$ cat src/design/omrc_pkg.sv
// shared constants, command and status types for the miss counter
package omrc_pkg;

    localparam int MAX_SLOTS_DEF    = 16;
    localparam int MAX_REQUESTS_DEF = 128;
    localparam int ID_BITS_DEF      = 8;

    localparam int DEV_ID_W     = 8;
    localparam int EVC_W        = 8;
    localparam int SLOT_COUNT_W = 5;
    localparam logic [SLOT_COUNT_W-1:0] SLOT_COUNT_RST = 5'd16;

    localparam int APB_AW = 3;
    localparam int APB_DW = 32;
    // word index of the slot count register (paddr[2])
    localparam logic REG_SLOT_COUNT = 1'b0;

    typedef struct packed {
        logic load;
        logic look;
        logic fill;
        logic next;
        logic rd_scan;
        logic scan_cmp;
        logic evict;
        logic emit;
    } t_dp_cmd;

    typedef struct packed {
        logic item_last;
        logic i_at_end;
        logic id_skip;
        logic has_empty;
        logic one_left_init;
        logic l_at_end;
        logic one_left;
        logic out_free;
    } t_dp_sts;

endpackage

$ cat src/design/omrc_ifs.sv
// request and result stream interfaces
interface omrc_req_if;
    import omrc_pkg::*;
    logic                valid;
    logic                ready;
    logic [DEV_ID_W-1:0] device_id;
    logic                last;
    modport source (output valid, device_id, last, input ready);
    modport sink   (input valid, device_id, last, output ready);
endinterface

interface omrc_res_if;
    import omrc_pkg::*;
    logic             valid;
    logic             ready;
    logic [EVC_W-1:0] eviction_count;
    logic             overflow;
    modport source (output valid, eviction_count, overflow, input ready);
    modport sink   (input valid, eviction_count, overflow, output ready);
endinterface

$ cat src/design/omrc_ram.sv
// generic single write, single read ram with registered read data
module omrc_ram #(
    parameter int WIDTH = 8,
    parameter int DEPTH = 128,
    localparam int AW = (DEPTH > 1) ? $clog2(DEPTH) : 1
) (
    input  logic             i_clk,
    input  logic             i_we,
    input  logic [AW-1:0]    i_waddr,
    input  logic [WIDTH-1:0] i_wdata,
    input  logic [AW-1:0]    i_raddr,
    output logic [WIDTH-1:0] o_rdata
);
    logic [WIDTH-1:0] r_mem [DEPTH];
    logic [WIDTH-1:0] r_rdata;

    always_ff @(posedge i_clk) begin
        if (i_we) begin
            r_mem[i_waddr] <= i_wdata;
        end
        r_rdata <= r_mem[i_raddr];
    end

    assign o_rdata = r_rdata;
endmodule

$ cat src/design/omrc_ctrl.sv
// sequencer for load, replay, look-ahead scan and result hand-off
module omrc_ctrl (
    input  logic              i_clk,
    input  logic              i_rst_n,
    input  logic              i_req_valid,
    output logic              o_req_ready,
    output omrc_pkg::t_dp_cmd o_cmd,
    input  omrc_pkg::t_dp_sts i_sts
);
    import omrc_pkg::*;

    localparam logic [2:0] ST_LOAD     = 3'd0;
    localparam logic [2:0] ST_FETCH    = 3'd1;
    localparam logic [2:0] ST_LOOK     = 3'd2;
    localparam logic [2:0] ST_SCAN_RD  = 3'd3;
    localparam logic [2:0] ST_SCAN_CMP = 3'd4;
    localparam logic [2:0] ST_EVICT    = 3'd5;
    localparam logic [2:0] ST_DONE     = 3'd6;

    logic [2:0] r_state;
    logic [2:0] n_state;

    always_comb begin
        n_state     = r_state;
        o_cmd       = '0;
        o_req_ready = 1'b0;
        case (r_state)
            ST_LOAD: begin
                // no request is taken while reset is held
                o_req_ready = i_rst_n;
                if (i_req_valid && i_rst_n) begin
                    o_cmd.load = 1'b1;
                    if (i_sts.item_last) begin
                        n_state = ST_FETCH;
                    end
                end
            end
            ST_FETCH: begin
                // store read of the current position is issued here
                n_state = i_sts.i_at_end ? ST_DONE : ST_LOOK;
            end
            ST_LOOK: begin
                o_cmd.look = 1'b1;
                if (i_sts.id_skip) begin
                    o_cmd.next = 1'b1;
                    n_state    = ST_FETCH;
                end else if (i_sts.has_empty) begin
                    o_cmd.fill = 1'b1;
                    o_cmd.next = 1'b1;
                    n_state    = ST_FETCH;
                end else if (i_sts.one_left_init) begin
                    n_state = ST_EVICT;
                end else begin
                    n_state = ST_SCAN_RD;
                end
            end
            ST_SCAN_RD: begin
                if (i_sts.l_at_end) begin
                    n_state = ST_EVICT;
                end else begin
                    o_cmd.rd_scan = 1'b1;
                    n_state       = ST_SCAN_CMP;
                end
            end
            ST_SCAN_CMP: begin
                o_cmd.scan_cmp = 1'b1;
                n_state        = i_sts.one_left ? ST_EVICT : ST_SCAN_RD;
            end
            ST_EVICT: begin
                o_cmd.evict = 1'b1;
                n_state     = ST_FETCH;
            end
            ST_DONE: begin
                if (i_sts.out_free) begin
                    o_cmd.emit = 1'b1;
                    n_state    = ST_LOAD;
                end
            end
            default: begin
                n_state = ST_LOAD;
            end
        endcase
    end

    always_ff @(posedge i_clk) begin
        if (!i_rst_n) begin
            r_state <= ST_LOAD;
        end else begin
            r_state <= n_state;
        end
    end
endmodule

$ cat src/design/omrc_dp.sv
// request store, slot table, look-ahead tracking and result register
module omrc_dp #(
    parameter int MAX_SLOTS    = omrc_pkg::MAX_SLOTS_DEF,
    parameter int MAX_REQUESTS = omrc_pkg::MAX_REQUESTS_DEF,
    parameter int ID_BITS      = omrc_pkg::ID_BITS_DEF
) (
    input  logic                                i_clk,
    input  logic                                i_rst_n,
    input  omrc_pkg::t_dp_cmd                   i_cmd,
    output omrc_pkg::t_dp_sts                   o_sts,
    input  logic [omrc_pkg::DEV_ID_W-1:0]       i_device_id,
    input  logic                                i_last,
    input  logic [omrc_pkg::SLOT_COUNT_W-1:0]   i_slot_count,
    output logic                                o_res_valid,
    input  logic                                i_res_ready,
    output logic [omrc_pkg::EVC_W-1:0]          o_eviction_count,
    output logic                                o_overflow
);
    import omrc_pkg::*;

    localparam int CW = $clog2(MAX_REQUESTS + 1);
    localparam int AW = $clog2(MAX_REQUESTS);
    localparam int SW = (MAX_SLOTS > 1) ? $clog2(MAX_SLOTS) : 1;

    logic [CW-1:0]      r_cnt;
    logic               r_ovf_seen;
    logic [CW-1:0]      r_total;
    logic               r_ovf_run;
    logic [CW-1:0]      r_i;
    logic [CW-1:0]      r_l;
    logic [ID_BITS-1:0] r_slot [MAX_SLOTS];
    logic [MAX_SLOTS-1:0] r_act;
    logic [MAX_SLOTS-1:0] r_found;
    logic [ID_BITS-1:0] r_cur_id;
    logic [EVC_W-1:0]   r_evc;
    logic               r_out_valid;
    logic [EVC_W-1:0]   r_out_evc;
    logic               r_out_ovf;

    logic [ID_BITS-1:0]   w_in_id;
    logic [ID_BITS-1:0]   w_rd_id;
    logic                 w_has_room;
    logic [CW-1:0]        w_cnt_inc;
    logic [MAX_SLOTS-1:0] w_match;
    logic [MAX_SLOTS-1:0] w_empty;
    logic [MAX_SLOTS-1:0] w_found_nx;
    logic [MAX_SLOTS-1:0] w_unf_nx;
    logic [MAX_SLOTS-1:0] w_unf_init;
    logic [SW-1:0]        w_empty_idx;
    logic [SW-1:0]        w_victim;
    logic [AW-1:0]        w_raddr;

    assign w_in_id    = ID_BITS'(i_device_id);
    assign w_has_room = (r_cnt < CW'(MAX_REQUESTS));
    assign w_cnt_inc  = w_has_room ? r_cnt + CW'(1) : r_cnt;
    assign w_raddr    = i_cmd.rd_scan ? r_l[AW-1:0] : r_i[AW-1:0];

    omrc_ram #(
        .WIDTH (ID_BITS),
        .DEPTH (MAX_REQUESTS)
    ) u_store (
        .i_clk   (i_clk),
        .i_we    (i_cmd.load && w_has_room),
        .i_waddr (r_cnt[AW-1:0]),
        .i_wdata (w_in_id),
        .i_raddr (w_raddr),
        .o_rdata (w_rd_id)
    );

    always_comb begin
        for (int j = 0; j < MAX_SLOTS; j++) begin
            w_match[j] = r_act[j] && (r_slot[j] == w_rd_id);
            w_empty[j] = r_act[j] && (r_slot[j] == '0);
        end
    end

    assign w_found_nx = r_found | w_match;
    assign w_unf_nx   = ~w_found_nx;
    assign w_unf_init = ~(~r_act);

    // lowest set bit pickers
    always_comb begin
        w_empty_idx = '0;
        w_victim    = '0;
        for (int j = MAX_SLOTS - 1; j >= 0; j--) begin
            if (w_empty[j]) begin
                w_empty_idx = SW'(j);
            end
            if (!r_found[j]) begin
                w_victim = SW'(j);
            end
        end
    end

    always_comb begin
        o_sts               = '0;
        o_sts.item_last     = i_last;
        o_sts.i_at_end      = (r_i == r_total);
        o_sts.id_skip       = (w_rd_id == '0) || (|w_match);
        o_sts.has_empty     = |w_empty;
        o_sts.one_left_init = (w_unf_init != '0) &&
                              ((w_unf_init & (w_unf_init - MAX_SLOTS'(1))) == '0);
        o_sts.l_at_end      = (r_l == r_total);
        o_sts.one_left      = (w_unf_nx != '0) &&
                              ((w_unf_nx & (w_unf_nx - MAX_SLOTS'(1))) == '0);
        o_sts.out_free      = !r_out_valid || i_res_ready;
    end

    // load side and result register
    always_ff @(posedge i_clk) begin
        if (!i_rst_n) begin
            r_cnt       <= '0;
            r_ovf_seen  <= 1'b0;
            r_out_valid <= 1'b0;
        end else begin
            if (i_cmd.load) begin
                if (i_last) begin
                    r_cnt      <= '0;
                    r_ovf_seen <= 1'b0;
                end else begin
                    r_cnt      <= w_cnt_inc;
                    r_ovf_seen <= r_ovf_seen || !w_has_room;
                end
            end
            if (i_cmd.emit) begin
                r_out_valid <= 1'b1;
            end else if (i_res_ready) begin
                r_out_valid <= 1'b0;
            end
        end
    end

    // replay datapath
    always_ff @(posedge i_clk) begin
        if (i_cmd.load && i_last) begin
            r_total   <= w_cnt_inc;
            r_ovf_run <= r_ovf_seen || !w_has_room;
            r_i       <= '0;
            r_evc     <= '0;
            for (int j = 0; j < MAX_SLOTS; j++) begin
                r_slot[j] <= '0;
                r_act[j]  <= (j == 0) || (j < int'(i_slot_count));
            end
        end
        if (i_cmd.look) begin
            r_cur_id <= w_rd_id;
            r_found  <= ~r_act;
            r_l      <= r_i + CW'(1);
        end
        if (i_cmd.fill) begin
            r_slot[w_empty_idx] <= w_rd_id;
        end
        if (i_cmd.scan_cmp) begin
            r_found <= w_found_nx;
            r_l     <= r_l + CW'(1);
        end
        if (i_cmd.evict) begin
            r_slot[w_victim] <= r_cur_id;
            if (r_evc != '1) begin
                r_evc <= r_evc + EVC_W'(1);
            end
        end
        if (i_cmd.next || i_cmd.evict) begin
            r_i <= r_i + CW'(1);
        end
        if (i_cmd.emit) begin
            r_out_evc <= r_evc;
            r_out_ovf <= r_ovf_run;
        end
    end

    assign o_res_valid      = r_out_valid;
    assign o_eviction_count = r_out_evc;
    assign o_overflow       = r_out_ovf;

    a_cnt_bound: assert property (@(posedge i_clk) disable iff (!i_rst_n)
        r_cnt <= CW'(MAX_REQUESTS))
        else $error("request count past store depth");

    a_evict_has_victim: assert property (@(posedge i_clk) disable iff (!i_rst_n)
        i_cmd.evict |-> ((~r_found) != '0))
        else $error("eviction with every slot marked as used ahead");

    a_fill_has_empty: assert property (@(posedge i_clk) disable iff (!i_rst_n)
        i_cmd.fill |-> (|w_empty))
        else $error("fill without an empty slot");

    a_scan_in_range: assert property (@(posedge i_clk) disable iff (!i_rst_n)
        i_cmd.rd_scan |-> (r_l > r_i) && (r_l < r_total))
        else $error("look-ahead read outside the sequence");

    a_emit_free: assert property (@(posedge i_clk) disable iff (!i_rst_n)
        i_cmd.emit |-> (!r_out_valid || i_res_ready))
        else $error("result overwritten before taken");
endmodule

$ cat src/design/optimal_replacement_miss_counter_unit.sv
// top level: belady replacement miss counter with apb slot count register
//
// channel  | dir | payload                     | handshake
// i_req    | in  | device_id[7:0], last        | valid/ready
// o_res    | out | eviction_count[7:0], overflow | valid/ready
// apb      | in  | slot_count at byte addr 0   | psel/penable, pready tied high
//
// the block is ready every cycle while loading
// replay does a store read and a slot compare per stored request; a miss with all slots
// full adds a look-ahead read and compare per request scanned, a step if the scan hits the
// end, and an eviction; after the last request the end is detected, then the result is
// queued when the output register frees; input is stalled from the last request till then
// reset is synchronous and clears counters, flags, state and the output valid
module optimal_replacement_miss_counter_unit #(
    parameter int MAX_SLOTS    = omrc_pkg::MAX_SLOTS_DEF,
    parameter int MAX_REQUESTS = omrc_pkg::MAX_REQUESTS_DEF,
    parameter int ID_BITS      = omrc_pkg::ID_BITS_DEF
) (
    input  logic                          i_clk,
    input  logic                          i_rst_n,
    // apb configuration port
    input  logic                          psel,
    input  logic                          penable,
    input  logic                          pwrite,
    input  logic [omrc_pkg::APB_AW-1:0]   paddr,
    input  logic [omrc_pkg::APB_DW-1:0]   pwdata,
    output logic [omrc_pkg::APB_DW-1:0]   prdata,
    output logic                          pready,
    // request and result streams
    omrc_req_if.sink                      i_req,
    omrc_res_if.source                    o_res
);
    import omrc_pkg::*;

    logic [SLOT_COUNT_W-1:0] r_slot_count;
    logic                    w_wr_slot_count;
    t_dp_cmd                 w_cmd;
    t_dp_sts                 w_sts;

    // register write completes in the access phase; pready is always high
    assign pready          = 1'b1;
    assign w_wr_slot_count = psel && penable && pwrite &&
                             (paddr[APB_AW-1] == REG_SLOT_COUNT);

    always_ff @(posedge i_clk) begin
        if (!i_rst_n) begin
            r_slot_count <= SLOT_COUNT_RST;
        end else if (w_wr_slot_count) begin
            r_slot_count <= pwdata[SLOT_COUNT_W-1:0];
        end
    end

    // read back; unused word reads as zero
    assign prdata = (paddr[APB_AW-1] == REG_SLOT_COUNT) ?
                    APB_DW'(r_slot_count) : '0;

    // sequencer: accepts requests only in its load state
    omrc_ctrl u_ctrl (
        .i_clk       (i_clk),
        .i_rst_n     (i_rst_n),
        .i_req_valid (i_req.valid),
        .o_req_ready (i_req.ready),
        .o_cmd       (w_cmd),
        .i_sts       (w_sts)
    );

    // store, slot table, look-ahead marks, eviction counter, result register
    omrc_dp #(
        .MAX_SLOTS    (MAX_SLOTS),
        .MAX_REQUESTS (MAX_REQUESTS),
        .ID_BITS      (ID_BITS)
    ) u_dp (
        .i_clk            (i_clk),
        .i_rst_n          (i_rst_n),
        .i_cmd            (w_cmd),
        .o_sts            (w_sts),
        .i_device_id      (i_req.device_id),
        .i_last           (i_req.last),
        .i_slot_count     (r_slot_count),
        .o_res_valid      (o_res.valid),
        .i_res_ready      (o_res.ready),
        .o_eviction_count (o_res.eviction_count),
        .o_overflow       (o_res.overflow)
    );
endmodule
$ cat src/flat_wrapper.sv
// flat-port wrapper written by rule: the top's interface ports become plain ports
module optimal_replacement_miss_counter_unit_flat import omrc_pkg::*;
#(
    parameter int MAX_SLOTS    = omrc_pkg::MAX_SLOTS_DEF,
    parameter int MAX_REQUESTS = omrc_pkg::MAX_REQUESTS_DEF,
    parameter int ID_BITS      = omrc_pkg::ID_BITS_DEF
)
  (i_clk, i_rst_n, psel, penable, pwrite, paddr, pwdata, prdata, pready, i_req_valid, i_req_device_id, i_req_last, i_req_ready, o_res_valid, o_res_eviction_count, o_res_overflow, o_res_ready);
  omrc_req_if i_req_i ();
  omrc_res_if o_res_i ();
  input  logic i_clk;
  input  logic i_rst_n;
  input  logic psel;
  input  logic penable;
  input  logic pwrite;
  input  logic [omrc_pkg::APB_AW-1:0] paddr;
  input  logic [omrc_pkg::APB_DW-1:0] pwdata;
  output logic [omrc_pkg::APB_DW-1:0] prdata;
  output logic pready;
  input wire logic [$bits(i_req_i.valid)-1:0] i_req_valid;
  input wire logic [$bits(i_req_i.device_id)-1:0] i_req_device_id;
  input wire logic [$bits(i_req_i.last)-1:0] i_req_last;
  output wire logic [$bits(i_req_i.ready)-1:0] i_req_ready;
  output wire logic [$bits(o_res_i.valid)-1:0] o_res_valid;
  output wire logic [$bits(o_res_i.eviction_count)-1:0] o_res_eviction_count;
  output wire logic [$bits(o_res_i.overflow)-1:0] o_res_overflow;
  input wire logic [$bits(o_res_i.ready)-1:0] o_res_ready;
  assign i_req_i.valid = i_req_valid;
  assign i_req_i.device_id = i_req_device_id;
  assign i_req_i.last = i_req_last;
  assign i_req_ready = i_req_i.ready;
  assign o_res_valid = o_res_i.valid;
  assign o_res_eviction_count = o_res_i.eviction_count;
  assign o_res_overflow = o_res_i.overflow;
  assign o_res_i.ready = o_res_ready;
  optimal_replacement_miss_counter_unit #(.MAX_SLOTS(MAX_SLOTS), .MAX_REQUESTS(MAX_REQUESTS), .ID_BITS(ID_BITS)) u_core (.i_clk(i_clk), .i_rst_n(i_rst_n), .psel(psel), .penable(penable), .pwrite(pwrite), .paddr(paddr), .pwdata(pwdata), .prdata(prdata), .pready(pready), .i_req(i_req_i), .o_res(o_res_i));
endmodule
$ cat config.mk
export PLATFORM = sky130hd
export DESIGN_NAME = optimal_replacement_miss_counter_unit_flat
export DESIGN_NICKNAME = d
export VERILOG_FILES = /design/src/design/omrc_pkg.sv /design/src/design/omrc_ifs.sv /design/src/design/omrc_ram.sv /design/src/design/omrc_ctrl.sv /design/src/design/omrc_dp.sv /design/src/design/optimal_replacement_miss_counter_unit.sv /design/src/flat_wrapper.sv
export SDC_FILE = /design/constraint.sdc
export NUM_CORES = 2
export LEC_CHECK = 0
export ABC_AREA = 1
export BUFFER_PORTS_ARGS = -buffer_cell sky130_fd_sc_hd__buf_2
export CAP_MARGIN = 20
export CORE_MARGIN = 5
export CORE_UTILIZATION = 31
export DETAILED_ROUTE_END_ITERATION = 8
export GPL_TIMING_DRIVEN = 0
export HOLD_SLACK_MARGIN = 0.06
export MAX_ROUTING_LAYER = met4
export PLACE_DENSITY = 0.43
export SETUP_SLACK_MARGIN = 0.3
export SLEW_MARGIN = 20
export SYNTH_ARGS = -nofsm -noshare
export SYNTH_HDL_FRONTEND = slang
export SYNTH_SLANG_ARGS = --single-unit
$ cat constraint.sdc
create_clock -name i_clk -period 3.8 [get_ports i_clk]
set_input_delay 0.38 -clock i_clk [delete_from_list [all_inputs] [get_ports i_clk]]
set_output_delay 0.38 -clock i_clk [all_outputs]
set_load 0.01 [all_outputs]
## After elaboration in Yosys (flattened, before gate mapping)

Memory sizes are Yosys's and may differ from the RTL's. A register that Yosys moved wholly into a read port is not among the register bits.
Index checks and enable logic that the tools add are counted.

- Input bits: 51
- Memories kept: 2
- Output and inout bits: 44
- Memory bits (writable): 1,152
- Register bits after elaboration: 99
- Word-level logic and storage cells: 233

Memories:

| name | words | width | rd ports | clocked after memory_dff | wr ports | RTL line | source |
|---|---|---|---|---|---|---|---|
| u_core.u_dp.u_store.r_mem | 128 | 8 | 1 | 1 | 1 | omrc_ram.sv:14 | `logic [WIDTH-1:0] r_mem [DEPTH];` |
| u_core.u_dp.r_slot | 16 | 8 | 16 | 0 | 16 | omrc_dp.sv:31 | `logic [ID_BITS-1:0] r_slot [MAX_SLOTS];` |

- Reductions and logical operators: 74
- Magnitude comparators: 16
- Mux-type cells: 85
- Equality and inequality tests: 28
- Bitwise gates (word level): 7
- Add/sub/neg operators: 6

Operators by type and width:

| operator | count |
|---|---|
| $eq A8 B8 Y1 | 18 |
| $logic_not A8 Y1 | 17 |
| $mux W4 | 34 |
| $mux W8 | 11 |
| $not A16 Y16 | 3 |
| $lt A4 B5 Y1 const A | 8 |
| $logic_and A1 B1 Y1 | 38 |
| $add A8 B1 Y8 const B | 4 |
| $and A16 B16 Y16 | 2 |
| $logic_not A16 Y1 | 2 |
| $mux W16 | 2 |
| $reduce_bool A16 Y1 | 2 |
| $reduce_or A16 Y1 | 2 |
| $sub A16 B1 Y16 const B | 2 |
| $mux W3 | 9 |
| $mux W1 | 25 |
| $pmux W3 S7 | 1 |
| $lt A3 B5 Y1 const A | 4 |
| $or A16 B16 Y16 | 1 |
| $reduce_or A8 Y1 | 2 |
| $lt A2 B5 Y1 const A | 2 |
| $eq A3 B3 Y1 const B | 3 |
| $lt A8 B8 Y1 const B | 1 |
| $ne A8 B8 Y1 const B | 1 |
| other kinds (13) | 22 |

## Depth between registers and ports, before layout

An unclocked memory read counts as a cell.

- Depth in word-level cells: 21
- Gate-level depth with buffers: 22
- Mapped depth without buffers: 22

## Cells and area by module

Synthesis repeated with hierarchy kept, for this count alone.

- Cells, all modules: 5,345
- Area, all modules: 56,405.3 sq um

Modules (own cells, without submodules):

| module | times used | seq. area each (sq um) | area an instance (sq um) | cells each |
|---|---|---|---|---|
| omrc_ram | 1 | 30,909.6 | 42,104.1 | 3,575 |
| omrc_dp | 1 | 6,396.1 | 13,535.5 | 1,643 |
| optimal_replacement_miss_counter_unit | 1 | 100.1 | 488.0 | 75 |
| omrc_ctrl | 1 | 60.1 | 277.8 | 52 |

## Worst setup path after synthesis

Ideal clock, no wire load.

- Path kind: input port to flip-flop
- Start point: input i_rst_n
- End point: memory u_core.u_dp.r_slot[12][0] in the netlist's numbering, enable pin
- Cell stages on the path: 6
- Arrival time: 2.702 ns
- Library setup time: 0.329 ns
- Buffers on the path: 2
- Path slack: 0.770 ns
- Required time: 3.471 ns
- Cell sequence: clkbuf_1 -> nand3_1 -> nor2_1 -> inv_1 -> clkbuf_1 -> nand2_1

RTL lines:

| element | RTL line | source |
|---|---|---|
| start: declaration | flat_wrapper.sv:12 | `input logic i_rst_n;` |
| end: declaration | omrc_dp.sv:31 |  |

## Final worst setup path

- Start point: register u_core.u_dp.r_l[0]
- End point: register u_core.u_dp.u_store.r_rdata[5], in the netlist u_core.u_dp.u_store.o_rdata[5] (read register of u_core.u_dp.u_store.r_mem)

- Word-level cells in the longest chain between the ends: 4

RTL lines:

| element | RTL line | source |
|---|---|---|
| start: declaration | omrc_dp.sv:30 | `logic [CW-1:0] r_l;` |
| start signal: assignment | omrc_dp.sv:148 | `r_l <= r_i + CW'(1);` |
| start signal: assignment | omrc_dp.sv:155 | `r_l <= r_l + CW'(1);` |
| $eq A8 B8 Y1 | omrc_dp.sv:103 | `o_sts.l_at_end = (r_l == r_total);` |
| $mux W1 | omrc_ctrl.sv:58 | `if (i_sts.l_at_end) begin` |
| $mux W1 | omrc_ctrl.sv:27 | `case (r_state)` |
| $mux W7 * | omrc_dp.sv:56 | `assign w_raddr = i_cmd.rd_scan ? r_l[AW-1:0] : r_i[AW-1:0];` |
| end: declaration | omrc_ram.sv:15 | `logic [WIDTH-1:0] r_rdata;` |

Every way passes the cells marked *; elsewhere a longest branch is shown, timed or not.
A chain may end at the register's enable or synchronous reset.

==> impl_metrics.json <==
{
  "clk_pin_slew_worst_paths_ps": 60,
  "crit_required_ps": 4500,
  "r2r_slack_ps": 240,
  "cts_max_level": 4,
  "cp_top_family": "simple AND/OR/NAND/NOR gates",
  "cts.sinks": 1259,
  "slew_violations": 0,
  "relSlewSlack": 0.1596,
  "fmax_mhz": 280.6,
  "slowest_stage": "clkbuf_1",
  "synth_cells": 5860,
  "hpwl_mm": 142.2,
  "min-delay-start": "psel",
  "clk-insertion-delay-late_ps": 810,
  "path_cells": "xnor2_1 > nand2_1 > nor2_1 > nand2_2 > nand2_4 > buf_6 > o21ai_4 > clkbuf_1 > nand3_1 > nand2_1 > nand2_1 > nand2_1",
  "synth-edff-count": 1225,
  "min_to": "u_core.r_slot_count[3]",
  "fillerInstances": 18490,
  "grt_use_total": 0.2164,
  "synthDominantCellAreaShare": 0.6401,
  "hold_violations": 0,
  "yosysMostFrequentCell": "nand2_1",
  "dr.pass1.iters": 6,
  "cts.path.max_buffers": 3,
  "final_nets": 6175,
  "ys.flop_type": "edfxtp_1",
  "netlist-cell-type-count": 48,
  "path_class": "flip-flop to flip-flop",
  "max_cap_viol_count": 0,
  "cts_tree": "built",
  "path_buf_inv": 2,
  "r2r_start": "u_core.u_dp.r_l[0]",
  "drt_iter0_markers": 4097,
  "port_buffers": 36,
  "layout-drive-gt1-share": 0.1136,
  "placed_area_sq_um": 61340,
  "crit_fanout": 10,
  "avgViaCountPerCell": 4.777,
  "grt_max_degree": 92,
  "async_reset_ff_frac": 0,
  "yosysWarnings": 0,
  "ant_nets": 0,
  "synth_area_leader_cell": "edfxtp_1",
  "grt_overflow": 0,
  "die_w_microns": 440.6,
  "p_leak_nw": 27.47,
  "startpoint_type": "flip-flop",
  "path_common_cell": "nand2_1",
  "finalSetupViolations": 0,
  "via_count": 41650,
  "avgSynthCellArea_sq_um": 9.807,
  "die-area_sq_um": 194100,
  "synth_common_cells": "nand2_1 (1715), edfxtp_1 (1225), inv_1 (909)",
  "p_per_area_nw_per_um2": 511.6,
  "min_path_cells": 4,
  "ys_ff_latch": 1259,
  "area_growth_pct": 17.58,
  "hp-class": "input port to flip-flop",
  "grt_pass1_wl_mm": 292.5,
  "period_minus_slack_ps": 3563,
  "rows": 158,
  "crit_path_max_incr_delay_ps": 730,
  "wl_per_cell_microns": 23.72,
  "drc": 0,
  "synth_seq_area_share": 0.6519,
  "routabilityCongestion": 0.9244,
  "syn-cell-area_sq_um": 57470,
  "numCtsBuffers": 150,
  "synth_area_leaders": "edfxtp_1 (64%), nand2_1 (11%), nand3_1 (7.9%)",
  "fin_crit_sh": 0.9377,
  "setup_tns_ps": 0,
  "io_pins": 95,
  "r2r_cells": 12,
  "cts_root_buf": "clkbuf_16",
  "clock_skew_ps": 41.79,
  "worst_pin_slew_ps": 1261,
  "core_area_sq_um": 184800,
  "status": "finished, final reports clean",
  "max-vdd-ir-drop_v": 0.0003972,
  "stdcell_area_sq_um": 67570,
  "rsz0062_at_grt": "true",
  "start_util": 0.3109,
  "antenna_found_initial": 11,
  "critical_path_arrival_ps": 4260,
  "die_h_microns": 440.6,
  "grt_pass1_vias": 39750,
  "totalWireLength_mm": 206.8,
  "critPathCaptureType": "flip-flop",
  "reg2reg_to": "u_core.u_dp.u_store.o_rdata[5]"
}
## cell type report
type,count,area [sq um],share of cell area
antenna,5,12.51,0.0001852
buffer,298,2118,0.03135
clock buffer,189,4024,0.05955
clock inverter,77,573.1,0.008481
inverter,915,3437,0.05086
multi-input combinational,3414,15890,0.2352
sequential,1259,37470,0.5545
tap,2480,3103,0.04592
timing repair buffer,82,942.2,0.01394
## worst max path at each step
stage,from,to,depth (start not counted)
floorplan,i_rst_n,u_core.u_dp.r_slot[12][0],6
global placement,i_rst_n,u_core.u_dp.u_store.r_mem[99][2],10
detailed placement,i_rst_n,u_core.u_dp.u_store.r_mem[53][2],10
CTS,u_core.u_ctrl.r_state[0],u_core.u_dp.u_store.r_mem[55][5],10
global route,u_core.u_dp.r_l[0],u_core.u_dp.u_store.o_rdata[5],18
finish,u_core.u_dp.r_l[0],u_core.u_dp.u_store.o_rdata[5],12
## registers in the layout, summed over array words and instances, names as in the netlist
name,cells
u_core.u_dp.r_slot,128
u_core.u_dp.o_eviction_count,8
u_core.r_slot_count,5
u_core.u_dp.r_act,15
u_core.u_dp.r_total,8
u_core.u_dp.r_cnt,8
u_core.u_dp.r_cur_id,8
u_core.u_dp.u_store.r_mem,1024
u_core.u_dp.o_overflow,1
u_core.u_ctrl.r_state,3
u_core.u_dp.r_ovf_run,1
u_core.u_dp.r_i,8
u_core.u_dp.u_store.o_rdata,8
u_core.u_dp.r_ovf_seen,1
u_core.u_dp.r_l,8
u_core.u_dp.r_evc,8
u_core.u_dp.o_res_valid,1
u_core.u_dp.r_found,16
## cell families (layout without fill, tap and decap cells)
family,count (synthesis),in the layout,synth area share
adders and majority gates,4,4,0.0008709
AOI/OAI and AO/OA,174,174,0.01772
DFF,1259,1259,0.6519
other,2,33,0.0001307
buffers and inverters,1213,1561,0.08780
xor gates and xnor gates,64,64,0.009754
and+or+nand+nor,3144,3144,0.2318
## metrics by stage
| stage | cells | hold slack (ps) | utilization | setup slack, ps | power (mW) |
|---|---|---|---|---|---|
| floorplan | 5886 | 400.3 | - | 769.5 | 18.37 |
| global placement | 8402 | 415.6 | 0.3292 | -1209 | 20.72 |
| detailed placement | 8417 | 414.1 | 0.3318 | -687.6 | 20.76 |
| CTS | 8708 | 117.6 | 0.3618 | 99.23 | 34.69 |
| global route | 8715 | 189.3 | 0.3655 | 122.8 | 35.75 |
| finish | 8719 | 168.8 | 0.3656 | 236.6 | 34.57 |
## worst reg2reg max path, stage by stage, from the launching register on
cell	delay (ps)
edfxtp_1	490
xnor2_1	170
nand2_1	60
nor2_1	50
nand2_2	160
nand2_4	120
buf_6	180
o21ai_4	580
clkbuf_1	750
nand3_1	390
nand2_1	170
nand2_1	60
nand2_1	260
## power by group
| group | switching [mW] | internal [mW] | leakage, nW |
|---|---|---|---|
| clock | 5.93 | 7.88 | 2.25 |
| sequential | 0.158 | 15.4 | 11.3 |
| combinational | 3.83 | 1.34 | 13.9 |
| total | 9.92 | 24.6 | 27.5 |
## repair_timing
action | CTS | global route
hold buffers | 23 | 0
resized for setup | 221 | 203
endpoints found under the setup margin | 1060 | 711
pin swaps | 0 | 6
setup buffers | 2 | 5
hold endpoints to repair | 336 | 0
gates cloned | 0 | 1
## per-layer routing
layer | share of wire | global-route usage | vias up | wire length [microns]
met1 | 0.46 | 0.2998 | 20400 | 94260
li1 | - | - | 19620 | -
met4 | 0.028 | 0.06265 | 0 | 5881
met3 | 0.064 | 0.03188 | 305 | 13250
met2 | 0.45 | 0.3315 | 1325 | 93390
met5 | 0 | - | - | 0
## layout by cell type, fill, tap and decap left out, types with 15 or more instances in the layout
| cell | netlist | final |
|---|---|---|
| clkbuf_16 | 0 | 154 |
| dfxtp_1 | 34 | 32 |
| clkinv_2 | 0 | 21 |
| clkbuf_4 | 0 | 30 |
| clkbuf_2 | 0 | 17 |
| clkinv_1 | 0 | 41 |
| nand3_2 | 9 | 29 |
| nand2_1 | 1715 | 1693 |
| buf_2 | 163 | 94 |
| nor4_1 | 15 | 15 |
| dlygate4sd3_1 | 0 | 23 |
| nor3_1 | 24 | 23 |
| nor2_2 | 0 | 32 |
| buf_6 | 1 | 29 |
| edfxtp_1 | 1225 | 1225 |
| nor2_1 | 421 | 337 |
| nand3_1 | 904 | 876 |
| xor2_1 | 34 | 34 |
| inv_1 | 909 | 909 |
| nand4_1 | 28 | 28 |
| o21ai_0 | 65 | 64 |
| buf_4 | 75 | 124 |
| o211ai_1 | 30 | 30 |
| xnor2_1 | 30 | 30 |
| nand2_2 | 4 | 21 |
| clkbuf_1 | 53 | 59 |
| nor2_4 | 5 | 57 |
| conb_1 | 2 | 28 |
| a21oi_1 | 34 | 34 |
(Power assumes the default switching activity.)
